==> config.mk <==
export PLATFORM = sky130hd
export DESIGN_NAME = bc_texture_block_decoder_core
export DESIGN_NICKNAME = d
export VERILOG_FILES = /design/src/bctd_pkg.sv /design/src/bctd_palette.sv /design/src/bctd_lane.sv /design/src/bctd_merge.sv /design/src/bc_texture_block_decoder_core.sv
export SDC_FILE = /design/constraint.sdc
export NUM_CORES = 2
export LEC_CHECK = 0
export ABC_AREA = 1
export BUFFER_PORTS_ARGS = -buffer_cell sky130_fd_sc_hd__buf_2
export CORE_UTILIZATION = 30
export DETAILED_ROUTE_END_ITERATION = 6
export PLACE_DENSITY = 0.49
export SLEW_MARGIN = 20
export SYNTH_ARGS = -nofsm -noshare
export SYNTH_HDL_FRONTEND = slang
export SYNTH_HIERARCHICAL = 1
export SYNTH_SLANG_ARGS = --single-unit
==> constraint.sdc <==
create_clock -name clk -period 39.4 [get_ports clk]
set_input_delay 3.94 -clock clk [delete_from_list [all_inputs] [get_ports clk]]
set_output_delay 3.94 -clock clk [all_outputs]
set_load 0.03 [all_outputs]
==> src/bctd_pkg.sv <==
// Shared types and constants for the DXT1/DXT3/DXT5 block decoder.
// No dependencies; every other file in src imports this package.
package bctd_pkg;

  localparam int MAX_DIM = 8192;
  localparam int TEXELS  = 16;

  // format register codes
  localparam logic [1:0] FMT_DXT1 = 2'd0;
  localparam logic [1:0] FMT_DXT3 = 2'd1;
  localparam logic [1:0] FMT_DXT5 = 2'd2;

  // configuration register indexes
  localparam logic [1:0] REG_FORMAT = 2'd0;
  localparam logic [1:0] REG_WIDTH  = 2'd1;
  localparam logic [1:0] REG_HEIGHT = 2'd2;

  typedef struct packed {
    logic [63:0] color_bits;
    logic [63:0] alpha_bits;
    logic [10:0] block_col;
    logic [10:0] block_row;
  } in_t;

  typedef struct packed {
    logic [12:0] texel_x;
    logic [12:0] texel_y;
    logic [7:0]  red;
    logic [7:0]  green;
    logic [7:0]  blue;
    logic [7:0]  alpha;
    logic        last;
  } out_t;

  typedef struct packed {
    logic [7:0] red;
    logic [7:0] green;
    logic [7:0] blue;
    logic [7:0] alpha;
  } rgba_t;

  // palette numerators, channel 0 red, 1 green, 2 blue
  typedef struct packed {
    logic [2:0][7:0]  e0;
    logic [2:0][7:0]  e1;
    logic [2:0][9:0]  cn2;
    logic [2:0][9:0]  cn3;
    logic             punch;
    logic [7:0]       a0;
    logic [7:0]       a1;
    logic             a_gt;
    logic [5:0][10:0] an7;
    logic [3:0][10:0] an5;
  } pnum_t;

  typedef struct packed {
    logic [3:0][2:0][7:0] rgb;
    logic [7:0]           a3;
  } cpal_t;

  typedef logic [7:0][7:0] apal_t;

  typedef struct packed {
    logic [TEXELS-1:0] mask;
    logic [10:0]       block_col;
    logic [10:0]       block_row;
  } blk_t;

  typedef struct packed {
    logic empty;
    logic load_ready;
  } m_stat_t;

endpackage

==> src/bctd_palette.sv <==
// Color and alpha palette builder: divides the registered numerators by
// 3, 5 and 7 through reciprocal multiplies. Depends on bctd_pkg.
module bctd_palette import bctd_pkg::*; (
  input  pnum_t num,
  output cpal_t cpal,
  output apal_t apal
);

  // exact for x < 768
  function automatic logic [7:0] div3(input logic [9:0] x);
    logic [19:0] p;
    p = 20'(x) * 20'd683;
    return p[18:11];
  endfunction

  // exact for x < 1792
  function automatic logic [7:0] div7(input logic [10:0] x);
    logic [21:0] p;
    p = 22'(x) * 22'd2341;
    return p[21:14];
  endfunction

  // exact for x < 1280
  function automatic logic [7:0] div5(input logic [10:0] x);
    logic [21:0] p;
    p = 22'(x) * 22'd3277;
    return p[21:14];
  endfunction

  logic [2:0][8:0] avg;

  always_comb begin
    for (int ch = 0; ch < 3; ch++) begin
      avg[ch] = 9'(num.e0[ch]) + 9'(num.e1[ch]) + 9'd1;
      cpal.rgb[0][ch] = num.e0[ch];
      cpal.rgb[1][ch] = num.e1[ch];
      if (num.punch) begin
        cpal.rgb[2][ch] = avg[ch][8:1];
        cpal.rgb[3][ch] = 8'd0;
      end else begin
        cpal.rgb[2][ch] = div3(num.cn2[ch]);
        cpal.rgb[3][ch] = div3(num.cn3[ch]);
      end
    end
    cpal.a3 = num.punch ? 8'd0 : 8'd255;

    apal[0] = num.a0;
    apal[1] = num.a1;
    if (num.a_gt) begin
      for (int k = 0; k < 6; k++) apal[k+2] = div7(num.an7[k]);
    end else begin
      for (int k = 0; k < 4; k++) apal[k+2] = div5(num.an5[k]);
      apal[6] = 8'd0;
      apal[7] = 8'd255;
    end
  end

endmodule

==> src/bctd_lane.sv <==
// One texel lane: looks up color and alpha for a single texel from the
// block palettes, or in DXT3 alpha from its own nibble. Depends on bctd_pkg.
module bctd_lane import bctd_pkg::*; (
  input  logic [1:0] fmt,
  input  cpal_t      cpal,
  input  apal_t      apal,
  input  logic [1:0] ci,
  input  logic [3:0] anib,
  input  logic [2:0] aidx,
  output rgba_t      texel
);

  always_comb begin
    texel.red   = cpal.rgb[ci][0];
    texel.green = cpal.rgb[ci][1];
    texel.blue  = cpal.rgb[ci][2];
    case (fmt)
      FMT_DXT1: texel.alpha = (ci == 2'd3) ? cpal.a3 : 8'd255;
      FMT_DXT3: texel.alpha = {anib, anib};  // nibble times 17
      default:  texel.alpha = apal[aidx];
    endcase
  end

endmodule

==> src/bctd_merge.sv <==
// Merge stage: holds the sixteen lane results of one block and sends the
// unclipped ones in row order, one per cycle as out_ready allows. Depends on bctd_pkg.
module bctd_merge import bctd_pkg::*; (
  input  logic                   clk,
  input  logic                   rst_n,
  input  logic                   ld_valid,
  input  blk_t                   ld_blk,
  input  rgba_t [TEXELS-1:0]     ld_texels,
  output m_stat_t                stat,
  output logic                   out_valid,
  input  logic                   out_ready,
  output out_t                   out_data
);

  logic [TEXELS-1:0]  mask_r, mask_nxt;
  logic [10:0]        col_r, row_r;
  rgba_t [TEXELS-1:0] tex_r;
  logic               out_valid_r;
  out_t               out_data_r;

  logic              emit, load_ok, load;
  logic [TEXELS-1:0] sel, rest;
  rgba_t             pick;
  logic [3:0]        pick_idx;

  always_comb begin
    emit    = (mask_r != '0) && (!out_valid_r || out_ready);
    sel     = mask_r & (~mask_r + TEXELS'(1));
    rest    = mask_r & ~sel;
    load_ok = (mask_r == '0) || (emit && (rest == '0));
    load    = ld_valid && load_ok;

    pick     = '0;
    pick_idx = '0;
    for (int i = 0; i < TEXELS; i++) begin
      if (sel[i]) begin
        pick     = pick | tex_r[i];
        pick_idx = pick_idx | 4'(i);
      end
    end

    if (load)      mask_nxt = ld_blk.mask;
    else if (emit) mask_nxt = rest;
    else           mask_nxt = mask_r;
  end

  always_ff @(posedge clk) begin
    if (!rst_n) begin
      mask_r      <= '0;
      out_valid_r <= 1'b0;
    end else begin
      mask_r <= mask_nxt;
      if (emit)           out_valid_r <= 1'b1;
      else if (out_ready) out_valid_r <= 1'b0;
    end
  end

  always_ff @(posedge clk) begin
    if (load) begin
      tex_r <= ld_texels;
      col_r <= ld_blk.block_col;
      row_r <= ld_blk.block_row;
    end
    if (emit) begin
      out_data_r.texel_x <= {col_r, pick_idx[1:0]};
      out_data_r.texel_y <= {row_r, pick_idx[3:2]};
      out_data_r.red     <= pick.red;
      out_data_r.green   <= pick.green;
      out_data_r.blue    <= pick.blue;
      out_data_r.alpha   <= pick.alpha;
      out_data_r.last    <= (rest == '0);
    end
  end

  assign stat.empty      = (mask_r == '0);
  assign stat.load_ready = load_ok;
  assign out_valid       = out_valid_r;
  assign out_data        = out_data_r;

endmodule

==> src/bc_texture_block_decoder_core.sv <==
// DXT1/DXT3/DXT5 block decoder top level: config registers, numerator
// and palette stages, sixteen texel lanes and the merge stage.
// Depends on bctd_pkg, bctd_palette, bctd_lane, bctd_merge.
//
//  - Input (in_valid/in_ready/in_data): one compressed 4x4 block per
//    request with its block column and row.
//  - Result (out_valid/out_ready/out_data): the block's texels inside the
//    image, row by row, as RGBA8 with image coordinates; last marks the
//    final texel of the block. Fully clipped blocks return nothing.
//  - Config (cfg_valid/cfg_ready/cfg_index/cfg_data) is always ready; write
//    format, width and height only while idle. Unknown indexes are dropped.
//  - Path: an accepted request passes the numerator stage, palette stage,
//    block buffer and output reg before its first texel shows on out_valid.
//  - Throughput: one texel per cycle while out_ready allows; the buffer
//    reloads as its last texel leaves, so blocks stream without gaps.
//  - Stalls: out_ready low holds the output register and the buffer; in_ready
//    drops once both stages are full and merge is busy. Up to four blocks in flight.
//  - Reset (rst_n low, synchronous) empties the pipeline and sets format
//    to DXT1 and the image size to 1x1.
module bc_texture_block_decoder_core import bctd_pkg::*; (
  input  logic        clk,
  input  logic        rst_n,
  input  logic        in_valid,
  output logic        in_ready,
  input  in_t         in_data,
  output logic        out_valid,
  input  logic        out_ready,
  output out_t        out_data,
  input  logic        cfg_valid,
  output logic        cfg_ready,
  input  logic [1:0]  cfg_index,
  input  logic [13:0] cfg_data
);

  // config registers
  logic [1:0]  format_r;
  logic [13:0] width_r, height_r;
  logic [13:0] w_eff, h_eff;

  // stage A: palette numerators and clip mask
  logic              a_valid_r;
  pnum_t             a_num_r;
  in_t               a_item_r;
  logic [TEXELS-1:0] a_mask_r;

  // stage B: finished palettes
  logic              b_valid_r;
  cpal_t             b_cpal_r;
  apal_t             b_apal_r;
  in_t               b_item_r;
  logic [TEXELS-1:0] b_mask_r;

  logic              a_ready, b_ready;
  pnum_t             num_nxt;
  logic [TEXELS-1:0] mask_nxt;
  cpal_t             pal_c;
  apal_t             pal_a;
  rgba_t [TEXELS-1:0] lane_tex;
  blk_t              m_blk;
  m_stat_t           m_stat;

  logic [15:0]       c0, c1;
  logic [12:0]       tx, ty;

  function automatic logic [7:0] expand5(input logic [4:0] v);
    return {v, v[4:2]};
  endfunction

  function automatic logic [7:0] expand6(input logic [5:0] v);
    return {v, v[5:4]};
  endfunction

  // sizes above the addressable range clip like MAX_DIM
  assign w_eff = (width_r  > 14'(MAX_DIM)) ? 14'(MAX_DIM) : width_r;
  assign h_eff = (height_r > 14'(MAX_DIM)) ? 14'(MAX_DIM) : height_r;

  // ---------------- configuration ----------------
  assign cfg_ready = 1'b1;

  always_ff @(posedge clk) begin
    if (!rst_n) begin
      format_r <= FMT_DXT1;
      width_r  <= 14'd1;
      height_r <= 14'd1;
    end else if (cfg_valid) begin
      case (cfg_index)
        REG_FORMAT: format_r <= cfg_data[1:0];
        REG_WIDTH:  width_r  <= cfg_data;
        REG_HEIGHT: height_r <= cfg_data;
        default: ;
      endcase
    end
  end

  // ---------------- handshake chain ----------------
  assign b_ready  = !b_valid_r || m_stat.load_ready;
  assign a_ready  = !a_valid_r || b_ready;
  assign in_ready = a_ready;

  // ---------------- stage A numerators ----------------
  always_comb begin
    c0 = in_data.color_bits[15:0];
    c1 = in_data.color_bits[31:16];

    num_nxt.e0[0] = expand5(c0[15:11]);
    num_nxt.e0[1] = expand6(c0[10:5]);
    num_nxt.e0[2] = expand5(c0[4:0]);
    num_nxt.e1[0] = expand5(c1[15:11]);
    num_nxt.e1[1] = expand6(c1[10:5]);
    num_nxt.e1[2] = expand5(c1[4:0]);
    for (int ch = 0; ch < 3; ch++) begin
      num_nxt.cn2[ch] = {1'b0, num_nxt.e0[ch], 1'b0} + 10'(num_nxt.e1[ch]) + 10'd1;
      num_nxt.cn3[ch] = 10'(num_nxt.e0[ch]) + {1'b0, num_nxt.e1[ch], 1'b0} + 10'd1;
    end
    // punch-through only in DXT1 with c0 <= c1
    num_nxt.punch = (format_r == FMT_DXT1) && (c0 <= c1);

    num_nxt.a0   = in_data.alpha_bits[7:0];
    num_nxt.a1   = in_data.alpha_bits[15:8];
    num_nxt.a_gt = num_nxt.a0 > num_nxt.a1;
    for (int k = 0; k < 6; k++) begin
      num_nxt.an7[k] = 11'(6 - k) * 11'(num_nxt.a0) + 11'(k + 1) * 11'(num_nxt.a1)
                       + 11'd3;
    end
    for (int k = 0; k < 4; k++) begin
      num_nxt.an5[k] = 11'(4 - k) * 11'(num_nxt.a0) + 11'(k + 1) * 11'(num_nxt.a1)
                       + 11'd2;
    end

    // clip against the right and bottom edges
    for (int t = 0; t < TEXELS; t++) begin
      tx = {in_data.block_col, 2'(t)};
      ty = {in_data.block_row, 2'(t >> 2)};
      mask_nxt[t] = ({1'b0, tx} < w_eff) && ({1'b0, ty} < h_eff);
    end
  end

  always_ff @(posedge clk) begin
    if (!rst_n) begin
      a_valid_r <= 1'b0;
    end else if (a_ready) begin
      a_valid_r <= in_valid;
    end
  end

  always_ff @(posedge clk) begin
    if (in_valid && a_ready) begin
      a_num_r  <= num_nxt;
      a_item_r <= in_data;
      a_mask_r <= mask_nxt;
    end
  end

  // ---------------- stage B palettes ----------------
  bctd_palette u_palette (
    .num  (a_num_r),
    .cpal (pal_c),
    .apal (pal_a)
  );

  always_ff @(posedge clk) begin
    if (!rst_n) begin
      b_valid_r <= 1'b0;
    end else if (b_ready) begin
      b_valid_r <= a_valid_r;
    end
  end

  always_ff @(posedge clk) begin
    if (a_valid_r && b_ready) begin
      b_cpal_r <= pal_c;
      b_apal_r <= pal_a;
      b_item_r <= a_item_r;
      b_mask_r <= a_mask_r;
    end
  end

  // ---------------- texel lanes ----------------
  for (genvar t = 0; t < TEXELS; t++) begin : g_lane
    bctd_lane u_lane (
      .fmt   (format_r),
      .cpal  (b_cpal_r),
      .apal  (b_apal_r),
      .ci    (b_item_r.color_bits[32 + 2*t +: 2]),
      .anib  (b_item_r.alpha_bits[4*t +: 4]),
      .aidx  (b_item_r.alpha_bits[16 + 3*t +: 3]),
      .texel (lane_tex[t])
    );
  end

  // ---------------- merge / output ----------------
  assign m_blk.mask      = b_mask_r;
  assign m_blk.block_col = b_item_r.block_col;
  assign m_blk.block_row = b_item_r.block_row;

  bctd_merge u_merge (
    .clk       (clk),
    .rst_n     (rst_n),
    .ld_valid  (b_valid_r),
    .ld_blk    (m_blk),
    .ld_texels (lane_tex),
    .stat      (m_stat),
    .out_valid (out_valid),
    .out_ready (out_ready),
    .out_data  (out_data)
  );

  // ---------------- assertions ----------------
  // a texel that is not the block's last leaves the rest of its block buffered
  a_rest_buffered: assert property (@(posedge clk) disable iff (!rst_n)
    (out_valid && !out_data.last) |-> !m_stat.empty)
    else $error("non-last texel shown with an empty block buffer");

  // nothing outside the configured image is emitted
  a_clip: assert property (@(posedge clk) disable iff (!rst_n)
    out_valid |-> (({1'b0, out_data.texel_x} < w_eff) && ({1'b0, out_data.texel_y} < h_eff)))
    else $error("texel outside the image emitted");

  // input backpressure only when both pipeline stages are full and merge is busy
  a_backpressure: assert property (@(posedge clk) disable iff (!rst_n)
    !in_ready |-> (a_valid_r && b_valid_r && !m_stat.load_ready))
    else $error("in_ready low with room in the pipeline");

  // a block held in stage B moves on once the merge stage can take it
  a_b_advance: assert property (@(posedge clk) disable iff (!rst_n)
    (b_valid_r && m_stat.load_ready && !a_valid_r) |=> !b_valid_r)
    else $error("stage B did not advance");

endmodule
==> results.json <==
{
  "fin_crit_ns": 9.03,
  "critPathMaxFanout": 3,
  "setup_tns_ns": 0,
  "cts_sinks": 1273,
  "worstSetupPathType": "in -> out",
  "route.detailed.drc": 0,
  "critical_path_required_ns": 35.46,
  "dieArea_um2": 376000,
  "maxCapViolCount": 0,
  "r2r_slack_ns": 34.13,
  "r2r_cells": 13,
  "yosysUniqueCellTypes": 62,
  "drt_wl_total_um": 414000,
  "crit_arrival_ns": 5.09,
  "numCtsBuffers": 161,
  "worstHoldStart": "u_merge/col_r[4]",
  "grt_pass1_vias": 90800,
  "tightestPinTransition_ns": 1.21,
  "ant_nets": 0,
  "worstReg2RegEnd": "b_apal_r[47]",
  "start_util_pct": 30.2,
  "synth_warnings": 6,
  "vias": 97300,
  "portBuffers": 231,
  "layout.nets": 15800,
  "die_x_um": 613,
  "grt_pass1_wl_um": 601000,
  "syn_area_um2": 112000,
  "synth.net_count": 15800,
  "postSynthCellCount": 14000,
  "grt_overflow": 0,
  "ys_ff_latch": 1273,
  "report.final.slew_viol_count": 0,
  "antenna_found_initial": 37,
  "post-route-period-util_pct": 22.9,
  "drt_iter0_markers": 10500,
  "cts_tree": "done",
  "yosysSeqAreaShare_pct": 33.7,
  "track_usage_pct": 21.3,
  "post-cts-setup-buffers": 0,
  "synth_ff_type": "edfxtp_1",
  "async_reset_ff_share_pct": 0,
  "io-pin-count": 233,
  "grt_max_degree": 158,
  "ctsResizeCount": 0,
  "drtPass1Iterations": 7,
  "path_clk_slew_ns": 0.06,
  "row_count": 223,
  "worst_hold_path.endpoint": "u_merge/out_data[52]",
  "die_y_um": 613,
  "post_route_cells_drive_above_1_share_pct": 5.67,
  "setup_violations": 0,
  "root_buffer": "clkbuf_16",
  "fin_skew_ns": 0.0827,
  "crit_path_start_kind": "primary input",
  "clockBufferDepth": 4,
  "dp_hpwl_um": 273000,
  "slew_headroom_pct": 19.5,
  "synthToLayoutAreaGrowth_pct": 9.01,
  "hp-class": "reg -> reg",
  "finalHoldViolCount": 0,
  "hold_buffers": 0,
  "hold_depth": 0,
  "synth_edf_count": 1224,
  "rsz0062_at_grt": "no",
  "synth_area_per_cell_um2": 7.98,
  "clk_latency_ns": 0.90,
  "max_freq_mhz": 111,
  "routabilityCongestion": 0.865,
  "vias_per_cell": 5.09,
  "htree_levels": 4,
  "post-route-util_pct": 33.0,
  "rr_startpoint": "u_merge/mask_r[2]",
  "wl_per_cell_um": 21.6,
  "critPathCaptureType": "output port",
  "core-area_um2": 370000,
  "status": "complete, no violations"
}
-- cell usage after synthesis (12+ instances only) --
cell	number	share of area, %
edfxtp_1	1224	33
clkbuf_2	16	0.072
clkbuf_4	16	0.11
nor2_4	18	0.18
o21ai_1	69	0.31
a22o_1	70	0.55
o211ai_1	17	0.11
nand3_1	1271	5.7
clkbuf_1	84	0.28
buf_4	137	0.92
nand3b_1	27	0.18
o21a_1	23	0.15
xnor2_1	73	0.57
buf_1	15	0.050
inv_4	16	0.089
nand4_1	96	0.54
ha_1	1213	14
nand2_2	12	0.067
buf_6	162	1.6
inv_1	2345	7.9
o22ai_1	385	2.2
a221oi_1	30	0.23
o21ai_0	1040	4.7
nor4_1	15	0.084
a22oi_1	13	0.087
fa_1	372	6.7
nor3_1	53	0.24
nor2_1	1231	4.1
a21oi_1	469	2.1
a211oi_1	27	0.18
o21bai_1	57	0.38
nand2_1	2945	9.9
buf_2	144	0.64
a21o_1	38	0.25
inv_2	55	0.18
dfxtp_1	49	0.88
xor2_1	107	0.84
-- per-layer routing --
| metal | track usage, % | wire length, µm | vias to the layer above | part of all wire [%] |
|---|---|---|---|---|
| met5 | 0 | 99 | - | 0.024 |
| met4 | 8.29 | 18000 | 14 | 4.4 |
| met3 | 3.38 | 34400 | 889 | 8.3 |
| met2 | 33.2 | 179000 | 4133 | 43 |
| met1 | 29.5 | 182000 | 45900 | 44 |
| li1 | - | - | 46400 | - |
-- cells by family after synthesis --
kind of cell / share of synthesized area, %
xor+xnor: 1.41
buf+inv: 11.9
simple gates: 21.3
fa+ha+maj: 20.2
other cells: 0.00335
flops: 33.7
compound gates: 11.5
-- through the flow --
stage	hold WS, ns	worst slack, ns	instances	instance area (µm²)
3_5_place_dp	0.405	30.36	18800	117000
2_1_floorplan	0.400	19.46	14000	112000
6_report	0.405	30.37	19100	122000
4_1_cts	0.406	30.36	19100	122000
5_1_grt	0.412	30.27	19100	122000
3_3_place_gp	0.401	30.35	18800	117000
-- critical path, stage by stage --
cell     delay, ns
buf_2         0.09
nor2_1        0.27
inv_1         0.09
nand4_2       0.13
nand2_1       0.10
inv_1         0.15
nand3_1       0.12
buf_2         0.21
-- how the worst max path moves through the flow --
stage / startpoint / endpoint / slack [ns] / cells past startpoint
floorplan: out_ready / b_apal_r[0] / 19.46 / 7
global placement: out_ready / in_ready / 30.35 / 8
detailed placement: out_ready / in_ready / 30.36 / 8
CTS: out_ready / in_ready / 30.36 / 8
global route: out_ready / in_ready / 30.27 / 8
finish: out_ready / in_ready / 30.37 / 8
-- sequential cells by signal, summed over array words and instances (netlist names), 14 cells and up --
signal and cells:
u_merge/tex_r 512, a_num_r 209, b_item_r 118, a_item_r 104
b_cpal_r 104, b_apal_r 64, u_merge/out_data 59, a_mask_r 16
b_mask_r 16, u_merge/mask_r 16, height_r 14, width_r 14
-- placed cells by master (no fill, tap or decap), types with 29 or more instances in the layout --
master / Yosys / final
o21ai_0: 1040 / 1040
o22ai_1: 385 / 385
a21oi_1: 469 / 468
xnor2_1: 73 / 73
fa_1: 372 / 372
clkinv_1: 3 / 29
edfxtp_1: 1224 / 1224
a21o_1: 38 / 38
clkbuf_16: 0 / 161
inv_1: 2345 / 2337
nand2_1: 2945 / 2945
nand4_1: 96 / 96
clkbuf_1: 84 / 33
inv_2: 55 / 59
o21bai_1: 57 / 57
ha_1: 1213 / 1213
nor3_1: 53 / 53
nand3_1: 1271 / 1271
dfxtp_1: 49 / 45
nor2_1: 1231 / 1225
buf_4: 137 / 174
buf_2: 144 / 231
a22o_1: 70 / 70
xor2_1: 107 / 107
o21ai_1: 69 / 69
a221oi_1: 30 / 30
-- cell type report --
| type | count | area (µm²) |
|---|---|---|
| timing repair buffer | 409 | 2530 |
| antenna | 13 | 32.5 |
| sequential | 1273 | 37700 |
| clock buffer | 196 | 4180 |
| fill | 39100 | 248000 |
| multi-input combinational | 9760 | 61000 |
| clock inverter | 95 | 1220 |
| inverter | 2419 | 9130 |
| tap | 4950 | 6190 |
Power is left out: the tool's default activity adds up to more than one toggle a clock period on the data nets, which glitch-free logic cannot reach.
